File: config.mk
export PLATFORM = sky130hd
export DESIGN_NAME = scalar_to_color_ramp_flat
export DESIGN_NICKNAME = d
export VERILOG_FILES = /design/src/hdl/crp_pkg.sv /design/src/hdl/crp_if.sv /design/src/hdl/scalar_to_color_ramp.sv /design/src/hdl/crp_front.sv /design/src/hdl/crp_cell.sv /design/src/flat_wrapper.sv
export SDC_FILE = /design/constraint.sdc
export NUM_CORES = 1
export LEC_CHECK = 0
export BUFFER_PORTS_ARGS = -buffer_cell sky130_fd_sc_hd__buf_4
export CAP_MARGIN = 5
export CELL_PAD_IN_SITES_DETAIL_PLACEMENT = 1
export CELL_PAD_IN_SITES_GLOBAL_PLACEMENT = 1
export CORE_AREA = 2 2 238 240
export CTS_BUF_LIST = sky130_fd_sc_hd__clkbuf_8
export DETAILED_ROUTE_END_ITERATION = 7
export DIE_AREA = 0 0 240 242
export HOLD_SLACK_MARGIN = 0.12
export PLACE_DENSITY_LB_ADDON = 0.3
export SYNTH_ARGS = -nofsm -noshare
export SYNTH_HDL_FRONTEND = slang
export SYNTH_SLANG_ARGS = --single-unit
File: constraint.sdc
create_clock -name clock -period 23.8 [get_ports clock]
set_input_delay 2.38 -clock clock [delete_from_list [all_inputs] [get_ports clock]]
set_output_delay 2.38 -clock clock [all_outputs]
set_load 0.05 [all_outputs]
File: src/hdl/crp_pkg.sv
// Shared constants, codes and types for the scalar-to-colour ramp.
package crp_pkg;

   // Default sample and range register width
   localparam int SAMPLE_BITS_DEFAULT = 16;

   // Quotient bits per colour component, one divider cell per bit
   localparam int QUO_BITS = 8;

   // Configuration register indexes
   localparam int CSR_INDEX_BITS = 2;
   localparam logic [CSR_INDEX_BITS-1:0] CSR_RANGE_LOW  = 2'd0;
   localparam logic [CSR_INDEX_BITS-1:0] CSR_RANGE_HIGH = 2'd1;

   // Component levels
   localparam logic [QUO_BITS-1:0] LEVEL_FULL = 8'd255;
   localparam logic [QUO_BITS-1:0] LEVEL_NONE = 8'd0;

   // Ramp segments
   typedef enum logic [1:0] {
      SEG_BLUE_CYAN,
      SEG_CYAN_GREEN,
      SEG_GREEN_YELLOW,
      SEG_YELLOW_RED
   } seg_type;

   // Control that travels with each request down the pipeline
   typedef struct packed {
      logic    valid;
      logic    empty;
      seg_type seg;
   } ctrl_type;

endpackage

File: src/hdl/crp_if.sv
// Request and response channel interfaces of the colour ramp.
interface crp_req_if #(
   parameter int SAMPLE_BITS = crp_pkg::SAMPLE_BITS_DEFAULT
);
   logic                   valid;
   logic                   ready;
   logic [SAMPLE_BITS-1:0] sample;

   modport source  (output valid, output sample, input ready);
   modport sink    (input valid, input sample, output ready);
   modport monitor (input valid, input ready, input sample);
endinterface

interface crp_rsp_if;
   logic       valid;
   logic       ready;
   logic [7:0] red;
   logic [7:0] green;
   logic [7:0] blue;
   logic       empty_range;

   modport source  (output valid, output red, output green, output blue,
                    output empty_range, input ready);
   modport sink    (input valid, input red, input green, input blue,
                    input empty_range, output ready);
   modport monitor (input valid, input ready, input red, input green,
                    input blue, input empty_range);
endinterface

File: src/hdl/scalar_to_color_ramp.sv
// Top level of the scalar-to-colour ramp: front stages, divider chain, output.
//
// Maps each unsigned sample to an 8-bit RGB colour on a blue, cyan, green,
// yellow, red ramp over the range [range_low, range_high].
// Channels: req_bus carries one sample per request; rsp_bus returns red,
// green, blue and empty_range. A request is taken when valid and ready are
// both high. The range registers are written through csr_wr_en, csr_index
// and csr_wdata (index 0 range_low, 1 range_high, others ignored); the user
// must write them only while the block is idle; the block does not enforce it.
// Pipeline: two front stages (clip, segment and dividend), eight divider
// cells that each resolve one quotient bit, and the response register.
// Throughput: one request per cycle while no response waits untaken; the
// whole pipeline moves together. When the receiver holds rsp_bus.ready low
// with a response waiting, the pipeline freezes and req_bus.ready drops in
// the same cycle; no response is lost or repeated.
// Reset: all stages are emptied, range_low returns to 0 and range_high to
// all ones. An empty range (range_high not above range_low) gives pure blue
// with empty_range set.
module scalar_to_color_ramp #(
   parameter int SAMPLE_BITS = crp_pkg::SAMPLE_BITS_DEFAULT
) (
   input  logic                                clock,
   input  logic                                reset,
   crp_req_if.sink                             req_bus,
   crp_rsp_if.source                           rsp_bus,
   input  logic                                csr_wr_en,
   input  logic [crp_pkg::CSR_INDEX_BITS-1:0]  csr_index,
   input  logic [SAMPLE_BITS-1:0]              csr_wdata
);
   import crp_pkg::*;

   localparam int RW = SAMPLE_BITS + 9;

   // Range registers
   logic [SAMPLE_BITS-1:0] range_low_ff;
   logic [SAMPLE_BITS-1:0] range_high_ff;

   always_ff @(posedge clock) begin
      if (reset) begin
         range_low_ff  <= '0;
         range_high_ff <= '1;
      end else if (csr_wr_en) begin
         case (csr_index)
            CSR_RANGE_LOW: begin
               range_low_ff <= csr_wdata;
            end
            CSR_RANGE_HIGH: begin
               range_high_ff <= csr_wdata;
            end
            default: begin
            end
         endcase
      end
   end

   // Pipeline moves whenever the response register is free or being taken
   logic rsp_valid_ff;
   logic advance;

   assign advance       = ~rsp_valid_ff | rsp_bus.ready;
   assign req_bus.ready = advance;

   // Divider chain links
   ctrl_type             chain_ctrl [QUO_BITS+1];
   logic [RW-1:0]        chain_rem  [QUO_BITS+1];
   logic [SAMPLE_BITS:0] chain_dvs  [QUO_BITS+1];
   logic [QUO_BITS-1:0]  chain_quo  [QUO_BITS+1];

   crp_front #(
      .SAMPLE_BITS (SAMPLE_BITS)
   ) u_front (
      .clock      (clock),
      .reset      (reset),
      .advance    (advance),
      .in_valid   (req_bus.valid),
      .sample     (req_bus.sample),
      .range_low  (range_low_ff),
      .range_high (range_high_ff),
      .out_ctrl   (chain_ctrl[0]),
      .out_rem    (chain_rem[0]),
      .out_dvs    (chain_dvs[0])
   );

   assign chain_quo[0] = '0;

   for (genvar i = 0; i < QUO_BITS; i++) begin : g_cell
      crp_cell #(
         .SAMPLE_BITS (SAMPLE_BITS),
         .SHIFT       (QUO_BITS - 1 - i)
      ) u_cell (
         .clock   (clock),
         .reset   (reset),
         .advance (advance),
         .up_ctrl (chain_ctrl[i]),
         .up_rem  (chain_rem[i]),
         .up_dvs  (chain_dvs[i]),
         .up_quo  (chain_quo[i]),
         .dn_ctrl (chain_ctrl[i+1]),
         .dn_rem  (chain_rem[i+1]),
         .dn_dvs  (chain_dvs[i+1]),
         .dn_quo  (chain_quo[i+1])
      );
   end

   // Colour assembly from segment and scaled component
   ctrl_type            last_ctrl;
   logic [QUO_BITS-1:0] level;
   logic [QUO_BITS-1:0] red_ff, red_in;
   logic [QUO_BITS-1:0] green_ff, green_in;
   logic [QUO_BITS-1:0] blue_ff, blue_in;
   logic                empty_ff;

   assign last_ctrl = chain_ctrl[QUO_BITS];
   assign level     = chain_quo[QUO_BITS];

   always_comb begin
      red_in   = LEVEL_NONE;
      green_in = LEVEL_NONE;
      blue_in  = LEVEL_FULL;
      if (!last_ctrl.empty) begin
         case (last_ctrl.seg)
            SEG_BLUE_CYAN: begin
               red_in   = LEVEL_NONE;
               green_in = level;
               blue_in  = LEVEL_FULL;
            end
            SEG_CYAN_GREEN: begin
               red_in   = LEVEL_NONE;
               green_in = LEVEL_FULL;
               blue_in  = level;
            end
            SEG_GREEN_YELLOW: begin
               red_in   = level;
               green_in = LEVEL_FULL;
               blue_in  = LEVEL_NONE;
            end
            SEG_YELLOW_RED: begin
               red_in   = LEVEL_FULL;
               green_in = level;
               blue_in  = LEVEL_NONE;
            end
            default: begin
               red_in   = LEVEL_NONE;
               green_in = LEVEL_NONE;
               blue_in  = LEVEL_FULL;
            end
         endcase
      end
   end

   // Response register
   always_ff @(posedge clock) begin
      if (reset) begin
         rsp_valid_ff <= 1'b0;
      end else if (advance) begin
         rsp_valid_ff <= last_ctrl.valid;
      end
   end

   always_ff @(posedge clock) begin
      if (advance) begin
         red_ff   <= red_in;
         green_ff <= green_in;
         blue_ff  <= blue_in;
         empty_ff <= last_ctrl.empty;
      end
   end

   assign rsp_bus.valid       = rsp_valid_ff;
   assign rsp_bus.red         = red_ff;
   assign rsp_bus.green       = green_ff;
   assign rsp_bus.blue        = blue_ff;
   assign rsp_bus.empty_range = empty_ff;

endmodule

File: src/hdl/crp_front.sv
// Front stages: clip, range width, segment choice and dividend set-up.
module crp_front #(
   parameter int SAMPLE_BITS = crp_pkg::SAMPLE_BITS_DEFAULT
) (
   input  logic                   clock,
   input  logic                   reset,
   input  logic                   advance,
   input  logic                   in_valid,
   input  logic [SAMPLE_BITS-1:0] sample,
   input  logic [SAMPLE_BITS-1:0] range_low,
   input  logic [SAMPLE_BITS-1:0] range_high,
   output crp_pkg::ctrl_type      out_ctrl,
   output logic [SAMPLE_BITS+8:0] out_rem,
   output logic [SAMPLE_BITS:0]   out_dvs
);
   import crp_pkg::*;

   localparam int RW = SAMPLE_BITS + 9;
   localparam int TW = SAMPLE_BITS + 2;

   // Stage A: clip and offsets
   logic [SAMPLE_BITS-1:0] clip;
   ctrl_type               a_ctrl_ff, a_ctrl_in;
   logic [SAMPLE_BITS-1:0] a_d_ff, a_d_in;
   logic [SAMPLE_BITS-1:0] a_w_ff, a_w_in;

   always_comb begin
      if (sample < range_low) begin
         clip = range_low;
      end else if (sample > range_high) begin
         clip = range_high;
      end else begin
         clip = sample;
      end
      a_d_in          = clip - range_low;
      a_w_in          = range_high - range_low;
      a_ctrl_in.valid = in_valid;
      a_ctrl_in.empty = (range_high <= range_low);
      a_ctrl_in.seg   = SEG_BLUE_CYAN;
   end

   // Stage B: segment from 4*d against w, 2w, 3w; numerator and dividend
   logic [TW-1:0] t4, w1, w2, w3, w4, num;
   ctrl_type      b_ctrl_ff, b_ctrl_in;
   logic [RW-1:0] b_rem_ff, b_rem_in;
   logic [SAMPLE_BITS:0] b_dvs_ff, b_dvs_in;

   always_comb begin
      t4 = {a_d_ff, 2'b00};
      w1 = TW'(a_w_ff);
      w2 = w1 << 1;
      w3 = w1 + w2;
      w4 = w1 << 2;
      b_ctrl_in = a_ctrl_ff;
      if (t4 < w1) begin
         b_ctrl_in.seg = SEG_BLUE_CYAN;
         num           = t4;
      end else if (t4 < w2) begin
         b_ctrl_in.seg = SEG_CYAN_GREEN;
         num           = w2 - t4;
      end else if (t4 < w3) begin
         b_ctrl_in.seg = SEG_GREEN_YELLOW;
         num           = t4 - w2;
      end else begin
         b_ctrl_in.seg = SEG_YELLOW_RED;
         num           = w4 - t4;
      end
      // 510*num + w over 2w rounds 255*num/w half up
      b_rem_in = (RW'(num) << 9) - (RW'(num) << 1) + RW'(a_w_ff);
      b_dvs_in = {a_w_ff, 1'b0};
   end

   // Stage control, valid cleared at reset
   always_ff @(posedge clock) begin
      if (reset) begin
         a_ctrl_ff.valid <= 1'b0;
         b_ctrl_ff.valid <= 1'b0;
      end else if (advance) begin
         a_ctrl_ff <= a_ctrl_in;
         b_ctrl_ff <= b_ctrl_in;
      end
   end

   always_ff @(posedge clock) begin
      if (advance) begin
         a_d_ff          <= a_d_in;
         a_w_ff          <= a_w_in;
         b_rem_ff        <= b_rem_in;
         b_dvs_ff        <= b_dvs_in;
      end
   end

   assign out_ctrl = b_ctrl_ff;
   assign out_rem  = b_rem_ff;
   assign out_dvs  = b_dvs_ff;

endmodule

File: src/hdl/crp_cell.sv
// One divider cell: resolves one quotient bit and passes the request on.
module crp_cell #(
   parameter int SAMPLE_BITS = crp_pkg::SAMPLE_BITS_DEFAULT,
   parameter int SHIFT       = 0
) (
   input  logic                            clock,
   input  logic                            reset,
   input  logic                            advance,
   input  crp_pkg::ctrl_type               up_ctrl,
   input  logic [SAMPLE_BITS+8:0]          up_rem,
   input  logic [SAMPLE_BITS:0]            up_dvs,
   input  logic [crp_pkg::QUO_BITS-1:0]    up_quo,
   output crp_pkg::ctrl_type               dn_ctrl,
   output logic [SAMPLE_BITS+8:0]          dn_rem,
   output logic [SAMPLE_BITS:0]            dn_dvs,
   output logic [crp_pkg::QUO_BITS-1:0]    dn_quo
);
   import crp_pkg::*;

   localparam int RW = SAMPLE_BITS + 9;

   logic [RW-1:0] dvs_sh;
   logic [RW:0]   diff;
   logic          take;

   ctrl_type             ctrl_ff;
   logic [RW-1:0]        rem_ff, rem_in;
   logic [SAMPLE_BITS:0] dvs_ff;
   logic [QUO_BITS-1:0]  quo_ff, quo_in;

   // Trial subtract of the divisor at this bit weight
   always_comb begin
      dvs_sh = RW'(up_dvs) << SHIFT;
      diff   = {1'b0, up_rem} - {1'b0, dvs_sh};
      take   = ~diff[RW];
      rem_in = take ? diff[RW-1:0] : up_rem;
      quo_in = {up_quo[QUO_BITS-2:0], take};
   end

   // Cell control, valid cleared at reset
   always_ff @(posedge clock) begin
      if (reset) begin
         ctrl_ff.valid <= 1'b0;
      end else if (advance) begin
         ctrl_ff <= up_ctrl;
      end
   end

   always_ff @(posedge clock) begin
      if (advance) begin
         rem_ff        <= rem_in;
         dvs_ff        <= up_dvs;
         quo_ff        <= quo_in;
      end
   end

   assign dn_ctrl = ctrl_ff;
   assign dn_rem  = rem_ff;
   assign dn_dvs  = dvs_ff;
   assign dn_quo  = quo_ff;

endmodule

File: src/flat_wrapper.sv
// flat-port wrapper written by rule: the top's interface ports become plain ports
module scalar_to_color_ramp_flat import crp_pkg::*;
#(
   parameter int SAMPLE_BITS = crp_pkg::SAMPLE_BITS_DEFAULT
)
  (clock, reset, csr_wr_en, csr_index, csr_wdata, req_bus_valid, req_bus_sample, req_bus_ready, rsp_bus_valid, rsp_bus_red, rsp_bus_green, rsp_bus_blue, rsp_bus_empty_range, rsp_bus_ready);
  crp_req_if #(.SAMPLE_BITS(SAMPLE_BITS)) req_bus_i ();
  crp_rsp_if rsp_bus_i ();
  input  logic clock;
  input  logic reset;
  input  logic csr_wr_en;
  input  logic [crp_pkg::CSR_INDEX_BITS-1:0] csr_index;
  input  logic [SAMPLE_BITS-1:0] csr_wdata;
  input wire logic [$bits(req_bus_i.valid)-1:0] req_bus_valid;
  input wire logic [$bits(req_bus_i.sample)-1:0] req_bus_sample;
  output wire logic [$bits(req_bus_i.ready)-1:0] req_bus_ready;
  output wire logic [$bits(rsp_bus_i.valid)-1:0] rsp_bus_valid;
  output wire logic [$bits(rsp_bus_i.red)-1:0] rsp_bus_red;
  output wire logic [$bits(rsp_bus_i.green)-1:0] rsp_bus_green;
  output wire logic [$bits(rsp_bus_i.blue)-1:0] rsp_bus_blue;
  output wire logic [$bits(rsp_bus_i.empty_range)-1:0] rsp_bus_empty_range;
  input wire logic [$bits(rsp_bus_i.ready)-1:0] rsp_bus_ready;
  assign req_bus_i.valid = req_bus_valid;
  assign req_bus_i.sample = req_bus_sample;
  assign req_bus_ready = req_bus_i.ready;
  assign rsp_bus_valid = rsp_bus_i.valid;
  assign rsp_bus_red = rsp_bus_i.red;
  assign rsp_bus_green = rsp_bus_i.green;
  assign rsp_bus_blue = rsp_bus_i.blue;
  assign rsp_bus_empty_range = rsp_bus_i.empty_range;
  assign rsp_bus_i.ready = rsp_bus_ready;
  scalar_to_color_ramp #(.SAMPLE_BITS(SAMPLE_BITS)) u_core (.clock(clock), .reset(reset), .req_bus(req_bus_i), .rsp_bus(rsp_bus_i), .csr_wr_en(csr_wr_en), .csr_index(csr_index), .csr_wdata(csr_wdata));
endmodule
==> results_dict.tcl, run 1 <==
set metrics [dict create \
    status "finished clean" \
    min_period_ns 8.77 \
    cp-start-kind "flip-flop" \
    slowest_stage "edfxtp_1" \
    grt_setup_unrepaired "false" \
    grt_pass1_vias 24314 \
    cts_tree "yes" \
    grt_pass1_wl_um 124000 \
    dieArea_sq_um 58100 \
    syn_nets 3195 \
    cp.required_ns 24.21 \
    crit_path_end_kind "flip-flop" \
    synth.distinct_cells 81 \
    yosys_warnings 0 \
    drcViolationCount 0 \
    finalHoldViolations 0 \
    die_y_um 242 \
    gr-total-overflow 0 \
    crit_top_cell "a21oi_1" \
    dr.pass1.iters 5 \
    initial_core_util_pct 53.1 \
    slew_viol_final 0 \
    worst_slew_pin_slew_ns 1.26 \
    viasPerCell 5.80 \
    setup_violations 0 \
    slew_headroom_pct 16.1 \
    pin_count 66 \
    ir_worst_vdd_mv 0.0948 \
    dp_cells 3604 \
    antenna_found_initial 1 \
    synthFlopType "edfxtp_1" \
    postRouteAntennaNets 0 \
    whs_ns 0.414 \
    nets 3310 \
    hold_buffers 0 \
    placeableCoreArea_sq_um 55700 \
    stdcell_count 3756 \
    maxCapViolCount 0 \
    crit_arrival_ns 9.18 \
    grt_max_degree 162 \
    tns_ns 0 \
    hp-class "reg -> reg" \
    dr_total_vias 21783 \
    path_class "reg -> reg" \
    gp_congestion 0.939 \
    dr.first_iter.drc_count 917 \
    synth.largest_area_cell "edfxtp_1" \
    synth_edf_count 433 \
    synth_seq_cells 476 \
    clock_sinks 476 \
    routed_wl_um 77200 \
    syn_area_sq_um 29600 \
    finalCritPeriodShare_pct 36.9 \
    synth.avg_cell_area_sq_um 10.5 \
    clk_latency_ns 0.69 \
    cts_buffers 85 \
    track_usage_pct 26.8 \
    skew_ns 0.0289 \
    ys_seq_area_share_pct 46.9 \
    power_density_nw_per_um2 161 \
    cp_max_fo 11 \
    root_buffer "clkbuf_8" \
    async_flop_share_pct 0 \
    port_buffers 65 \
    final_layout_size_suffix_gt1_share_pct 8.40 \
    cts.repair_timing.setup_buffer_count 0 \
    rows 87 \
    areaGrowthSynthToFinish_pct 10.0 \
    synth_top_cell_area_share_pct 44.0 \
    final_util_pct 58.4 \
    timing.fmax_mhz 114 \
    clk_pin_slew_ns 0.06 \
    h-tree-depth 3 \
    critPathMaxStageDelay_ns 0.58 \
    dp_hpwl_um 58900 \
    die_x_um 240 \
    clockBufferDepth 3 \
    p_leak_nw 14.3 \
    synth_top_cells_by_area "edfxtp_1 (44%), ha_1 (13%), inv_1 (3.8%)" \
    synthCells 2820 \
    postCtsResizedCells 0 \
    wl_per_cell_um 20.6 \
]
[path summary, 6_finish.rpt]
check / depth (start not counted) / end / start / slack (ns)
hold / removal: 0 / u_core.g_cell[7].u_cell.dn_ctrl[0] / u_core.g_cell[6].u_cell.dn_ctrl[0] / 0.41
hold reg to reg: 0 / u_core.g_cell[7].u_cell.dn_ctrl[0] / u_core.g_cell[6].u_cell.dn_ctrl[0] / 0.41
setup / recovery: 36 / u_core.u_front.out_rem[24] / u_core.u_front.a_w_ff[1] / 15.03
setup reg to reg: 36 / u_core.u_front.out_rem[24] / u_core.u_front.a_w_ff[1] / 15.03
[metal layers]
| metal | vias up | track usage [%] | wire [um] |
|---|---|---|---|
| met5 | - | 0 | 0 |
| met4 | 0 | 13.3 | 3470 |
| met3 | 209 | 3.79 | 2190 |
| met2 | 399 | 53.2 | 43500 |
| met1 | 10713 | 26.7 | 28100 |
| li1 | 10462 | - | - |
[worst max-delay path: cells and delay by family, from the launching register on]
kind	cells	cell delay (ns)
fa+ha+maj	4	1.23
xor+xnor	3	0.46
buf+inv	2	0.48
simple gates	3	0.64
flops	1	0.58
compound gates	24	5.12
[synthesized netlist by cell type, types with 37 or more instances]
cell,count
dfxtp_1,43
xor2_1,65
nand3_1,46
mux2i_1,38
o21a_1,39
edfxtp_1,433
nor2_1,189
nor3_1,70
ha_1,317
clkbuf_1,42
xnor2_1,93
nand2b_1,37
a21oi_1,197
nor2b_1,44
inv_1,299
o21ai_0,177
nand2_1,224
a21o_1,56
[metrics by stage]
stage               setup slack, ns  cell area, sq um  total power [mW]
finish                        15.03             32500              5.23
global route                  14.28             32500              5.63
CTS                           15.04             32500              5.24
detailed placement            15.09             31000              4.46
global placement              15.48             31000              4.23
floorplan                      7.39             29600              3.66
[kinds of logic after synthesis]
logic type	after synthesis	share of synthesized area, %
AOI/OAI and AO/OA	710	15.3
xor gates and xnor gates	158	4.68
adders and majority gates	336	14.7
buffers and inverters	352	4.55
DFF	476	46.9
muxes	66	2.35
and+or+nand+nor	722	11.5
[cell usage in the layout (no fill, tap or decap), types with 37 or more instances in the layout]
cell type  Yosys  final
edfxtp_1     433    433
inv_1        299    322
ha_1         317    317
nand2_1      224    224
a21oi_1      197    197
nor2_1       189    188
o21ai_0      177    177
xnor2_1       93     93
clkbuf_8       0     85
buf_4          0     80
nor3_1        70     70
xor2_1        65     65
a21o_1        56     56
nand3_1       46     46
nor2b_1       44     44
dfxtp_1       43     43
o21a_1        39     39
mux2i_1       38     38
nand2b_1      37     37
[cell type report]
class | instances | area [sq um]
multi-input cells | 1992 | 14400
repair buffers | 81 | 621
well taps | 756 | 946
fillers | 6084 | 23200
diodes | 1 | 2.50
inverters | 299 | 1130
clock buffers | 85 | 1170
flip-flops and latches | 476 | 13900
clock inverters | 66 | 420
[sequential cells by signal, indices dropped and copies added, names as in the netlist, 25 cells and up]
signal,count
u_core.g_cell.u_cell.dn_quo,36
u_core.g_cell.u_cell.dn_rem,175
u_core.g_cell.u_cell.dn_dvs,98
u_core.u_front.out_rem,25
u_core.g_cell.u_cell.dn_ctrl,32
[power by group]
group          leakage, nW  internal [mW]  switching (mW)
Clock                0.895          0.379           0.351
Combinational         8.73           1.24            1.72
Sequential            4.71           1.37           0.177
(Power assumes the default switching activity.)
==> inputs of run 2 (changes only) <==
- CORE_AREA: 2 2 238 240 -> 2 2 252 254
- DIE_AREA: 0 0 240 242 -> 0 0 254 256
- clock period: 23.8 -> 7.5 ns (I/O delays scaled with it)
==> results_dict.tcl, run 2 (synthesis results as in run 1) <==
set metrics [dict create \
    timing.fmax_mhz 135 \
    drcViolationCount 0 \
    path_class "reg -> reg" \
    crit_path_end_kind "flip-flop" \
    viasPerCell 5.57 \
    cts_buffers 82 \
    die_y_um 256 \
    h-tree-depth 3 \
    postRouteAntennaNets 0 \
    crit_family "compound AO/OA/AOI/OAI gates" \
    clock_sinks 476 \
    cp_max_fo 6 \
    dr.first_iter.drc_count 717 \
    critPathMaxStageDelay_ns 0.43 \
    nets 3397 \
    setup_violations 0 \
    finalHoldViolations 0 \
    power_density_nw_per_um2 543 \
    slew_viol_final 0 \
    ir_worst_vdd_mv 0.453 \
    p_leak_nw 14.8 \
    root_buffer "clkbuf_8" \
    grt_pass1_vias 24031 \
    final_layout_size_suffix_gt1_share_pct 12.6 \
    dr_total_vias 21875 \
    finalCritPeriodShare_pct 98.8 \
    skew_ns 0.0384 \
    dp_hpwl_um 58000 \
    die_x_um 254 \
    maxCapViolCount 0 \
    areaGrowthSynthToFinish_pct 13.8 \
    port_buffers 65 \
    gp_congestion 0.924 \
    whs_ns 0.254 \
    pin_count 66 \
    grt_pass1_wl_um 121000 \
    dpl_cell_area_sq_um 31600 \
    wl_per_cell_um 19.4 \
    worst-path-buf-inv 3 \
    grt_setup_unrepaired "true" \
    status "finished clean" \
    rows 92 \
    antenna_found_initial 1 \
    routed_wl_um 76100 \
    cts_tree "yes" \
    layout_commonest_cell "edfxtp_1" \
    dr.pass1.iters 5 \
    grt_max_degree 143 \
    placeableCoreArea_sq_um 62400 \
    gr-total-overflow 0 \
    slowest_stage "a2111o_1" \
    cp-start-kind "flip-flop" \
    clockBufferDepth 3 \
    cp.required_ns 7.91 \
    clk_pin_slew_ns 0.07 \
    clk_latency_ns 0.70 \
    crit_top_cell "a21o_1" \
    largest_register_ffs 175 \
    slew_headroom_pct 23.6 \
    hp-class "in -> reg" \
    fillers 6852 \
    layout_common_cells "edfxtp_1 (433), inv_1 (323), ha_1 (307)" \
    crit_arrival_ns 7.82 \
    worst_slew_pin_slew_ns 1.14 \
    initial_core_util_pct 47.4 \
    stdcell_area_sq_um 33700 \
    min_period_ns 7.41 \
    track_usage_pct 23.3 \
    dieArea_sq_um 65000 \
]
run 2: changes by cell type in the layout (fill, tap and decap cells not counted), sizes merged:
| cell | delta |
|---|---|
| buf | +90 |
| clkbuf | -2 |
| clkinv | -13 |
| clkinvlp | -2 |
| inv | +8 |
run 2: per-layer routing:
metal | routed length (um) | GRT usage [%] | up-vias
met5 | 0 | 0 | -
met4 | 3050 | 10.5 | 0
met3 | 2140 | 3.36 | 182
met2 | 43500 | 47.4 | 330
met1 | 27400 | 22.6 | 10744
li1 | - | - | 10619
run 2: power by group:
| part | leakage [nW] | switching [mW] | internal, mW |
|---|---|---|---|
| registers | 4.71 | 0.524 | 4.33 |
| logic | 9.22 | 5.98 | 5.15 |
| clock network | 0.889 | 1.11 | 1.18 |
| total | 14.8 | 7.62 | 10.7 |
run 2: layout make-up:
class                      instances  area (sq um)  share of cell area (%)
clock buffer                      83          1140                    3.39
clock inverter                    59           404                    1.20
timing repair buffer             171          1320                    3.92
tap                              846          1060                    3.14
sequential                       476         13900                    41.2
antenna                            1          2.50                 0.00743
inverter                         299          1130                    3.36
multi-input combinational       1992         14700                    43.8
run 2: worst paths after layout:
check                               startpoint                                 to  slack, ns  depth (start not counted)
max reg2reg           u_core.u_front.a_w_ff[0]         u_core.u_front.out_rem[22]       0.09                         35
min reg2reg  u_core.g_cell[1].u_cell.dn_rem[4]  u_core.g_cell[2].u_cell.dn_rem[4]       0.40                          0
min                               csr_wdata[9]            u_core.range_high_ff[9]       0.25                          2
max                   u_core.u_front.a_w_ff[0]         u_core.u_front.out_rem[22]       0.09                         35
run 2: repair_timing:
action | 4_1_cts | 5_1_grt
setup buffers | 2 | 19
pin swaps | 5 | 55
gates resized for setup | 20 | 56
hold endpoints to repair | 0 | 0
hold buffers | 0 | 0
setup endpoints to repair | 8 | 8
run 2: metrics by stage:
stage	util, %	power [mW]	instances	TNS [ns]	setup WS [ns]
finish	54.0	18.3	3927	0	0.0937
global route	54.0	19.6	3927	-1.10	-0.236
CTS	53.3	17.5	3907	0	0.0257
detailed placement	50.6	15.0	3763	-2.09	-0.415
global placement	50.6	14.3	3763	-0.0857	-0.0857
floorplan	-	11.6	2820	0	0.120
run 2: worst register-to-register path, delay by kind of cell, from the launching register on:
family | cells | cell delay, ns
and+or+nand+nor | 2 | 0.09
buffers and inverters | 3 | 0.42
AOI/OAI and AO/OA | 24 | 4.66
DFF | 1 | 0.41
adders and majority gates | 4 | 1.33
xor gates and xnor gates | 2 | 0.26
==> inputs of run 3 (changes only) <==
- CELL_PAD_IN_SITES_DETAIL_PLACEMENT: 1 -> 0
==> results_dict.tcl, run 3 (synthesis results as in run 1) <==
set metrics [dict create \
    slew_headroom_pct 25.0 \
    sequentialPowerShare_pct 27.9 \
    worst_slew_pin_slew_ns 1.12 \
    rows 92 \
    path_class "reg -> reg" \
    grt_pass1_wl_um 107000 \
    comb_power_share_pct 59.0 \
    die_y_um 256 \
    dr_total_vias 21314 \
    internal_power_mw 10.3 \
    clockBufferDepth 3 \
    dp_cells 3763 \
    swShare_pct 40.2 \
    hp-class "in -> reg" \
    grt_setup_unrepaired "true" \
    crit_arrival_ns 7.77 \
    power_density_nw_per_um2 516 \
    gp_congestion 0.924 \
    dr.pass1.iters 5 \
    finalCritPeriodShare_pct 98.1 \
    gr-total-overflow 0 \
    dp_hpwl_um 50200 \
    root_buffer "clkbuf_8" \
    status "finished clean" \
    stdcell_area_sq_um 33400 \
    clk_latency_ns 0.69 \
    nets 3379 \
    crit_top_cell "a21o_1" \
    routed_wl_um 65600 \
    cp.required_ns 7.91 \
    viasPerCell 5.45 \
    largest_register_ffs 175 \
    grt_max_degree 143 \
    postRouteAntennaNets 0 \
    die_x_um 254 \
    stdcell_count 3913 \
    clock_sinks 476 \
    layout_common_cells "edfxtp_1 (433), inv_1 (332), ha_1 (313)" \
    min_period_ns 7.36 \
    layout_commonest_cell "edfxtp_1" \
    maxCapViolCount 0 \
    timing.fmax_mhz 136 \
    dpl_cell_area_sq_um 31600 \
    wl_per_cell_um 16.8 \
    grt_pass1_vias 22151 \
    p_leak_nw 14.8 \
    final_layout_size_suffix_gt1_share_pct 11.4 \
    port_buffers 65 \
    dr.first_iter.drc_count 823 \
    initial_core_util_pct 47.4 \
    track_usage_pct 20.4 \
    cts_buffers 81 \
    finalHoldViolations 0 \
    antenna_found_initial 1 \
    dieArea_sq_um 65000 \
    cts_tree "yes" \
    critPathMaxStageDelay_ns 0.45 \
    crit_path_end_kind "flip-flop" \
    placeableCoreArea_sq_um 62400 \
    h-tree-depth 3 \
    slew_viol_final 0 \
    cp-start-kind "flip-flop" \
    cp_max_fo 5 \
    p_switching_mw 6.92 \
    slowest_stage "edfxtp_1" \
    total_power_mw 17.2 \
    setup_violations 0 \
    clockPowerShare_pct 13.1 \
    drcViolationCount 0 \
    areaGrowthSynthToFinish_pct 12.9 \
    ir_worst_vdd_mv 0.486 \
    skew_ns 0.0294 \
    pin_count 66 \
    clk_pin_slew_ns 0.06 \
]
-- run 3: cell types whose count changed in the layout (fill, tap and decap cells not counted), moves of 3 or more --
cell	previous run	this run
buf_6	3	0
clkinv_1	17	10
a21oi_1	183	186
ha_1	307	313
inv_1	323	332
buf_4	166	152
o21ai_0	168	171
ha_4	8	3
a21oi_2	13	10
o21ai_2	9	5
-- run 3: timing repair --
action / CTS / global route
pin swaps: 0 / 35
gates resized for setup: 10 / 31
hold buffers: 0 / 0
setup endpoints to repair: 6 / 9
buffers inserted: 0 / 4
-- run 3: path summary, 6_finish.rpt --
| path | from | endpoint | slack, ns | depth (start not counted) |
|---|---|---|---|---|
| hold / removal | csr_wdata[12] | u_core.range_high_ff[12] | 0.28 | 2 |
| hold reg to reg | u_core.g_cell[1].u_cell.dn_rem[4] | u_core.g_cell[2].u_cell.dn_rem[4] | 0.39 | 0 |
| setup / recovery | u_core.u_front.a_w_ff[1] | u_core.u_front.out_rem[24] | 0.14 | 36 |
| setup reg to reg | u_core.u_front.a_w_ff[1] | u_core.u_front.out_rem[24] | 0.14 | 36 |
-- run 3: power groups by stage --
stage | registers, mW | logic, mW | clock network [mW]
after floorplan | 4.72 | 6.89 | 0
after global placement | 4.82 | 9.46 | 0
after detailed placement | 4.85 | 9.68 | 0
after CTS | 4.81 | 9.81 | 2.35
after global routing | 4.91 | 11.3 | 2.44
final | 4.80 | 10.2 | 2.26
-- run 3: layer usage --
layer	vias up	track usage (%)	share of wire [%]	wire length (um)
met5	-	0	0	0
met4	0	10.4	4.5	2960
met3	162	2.87	3.0	2000
met2	342	40.4	55	36200
met1	10203	20.1	37	24400
li1	10607	-	-	-
-- run 3: layout make-up --
type,count,area (sq um)
Inverter,299,1130
Fill cell,5403,29000
Antenna cell,1,2.50
Clock inverter,60,394
Tap cell,846,1060
Clock buffer,85,1170
Timing Repair Buffer,154,1180
Sequential cell,476,13900
Multi-Input combinational cell,1992,14600
-- run 3: worst max-delay path: cells and delay by family, from the launching register on --
family	cells	cell delay, ns
simple gates	4	0.43
compound gates	22	4.18
fa+ha+maj	4	1.25
buf+inv	2	0.25
mux	1	0.13
xor+xnor	3	0.37
flops	1	0.45
-- run 3: through the flow --
step                      hold WS (ns)  setup slack [ns]  utilization [%]  setup TNS (ns)
after floorplan                  0.400             0.120                -               0
after global placement           0.400           -0.0857             50.6         -0.0857
after detailed placement         0.405            -0.203             50.6          -0.492
after CTS                        0.216            0.0236             53.2               0
after global routing             0.247            -0.237             53.5          -0.753
final                            0.282             0.144             53.5               0
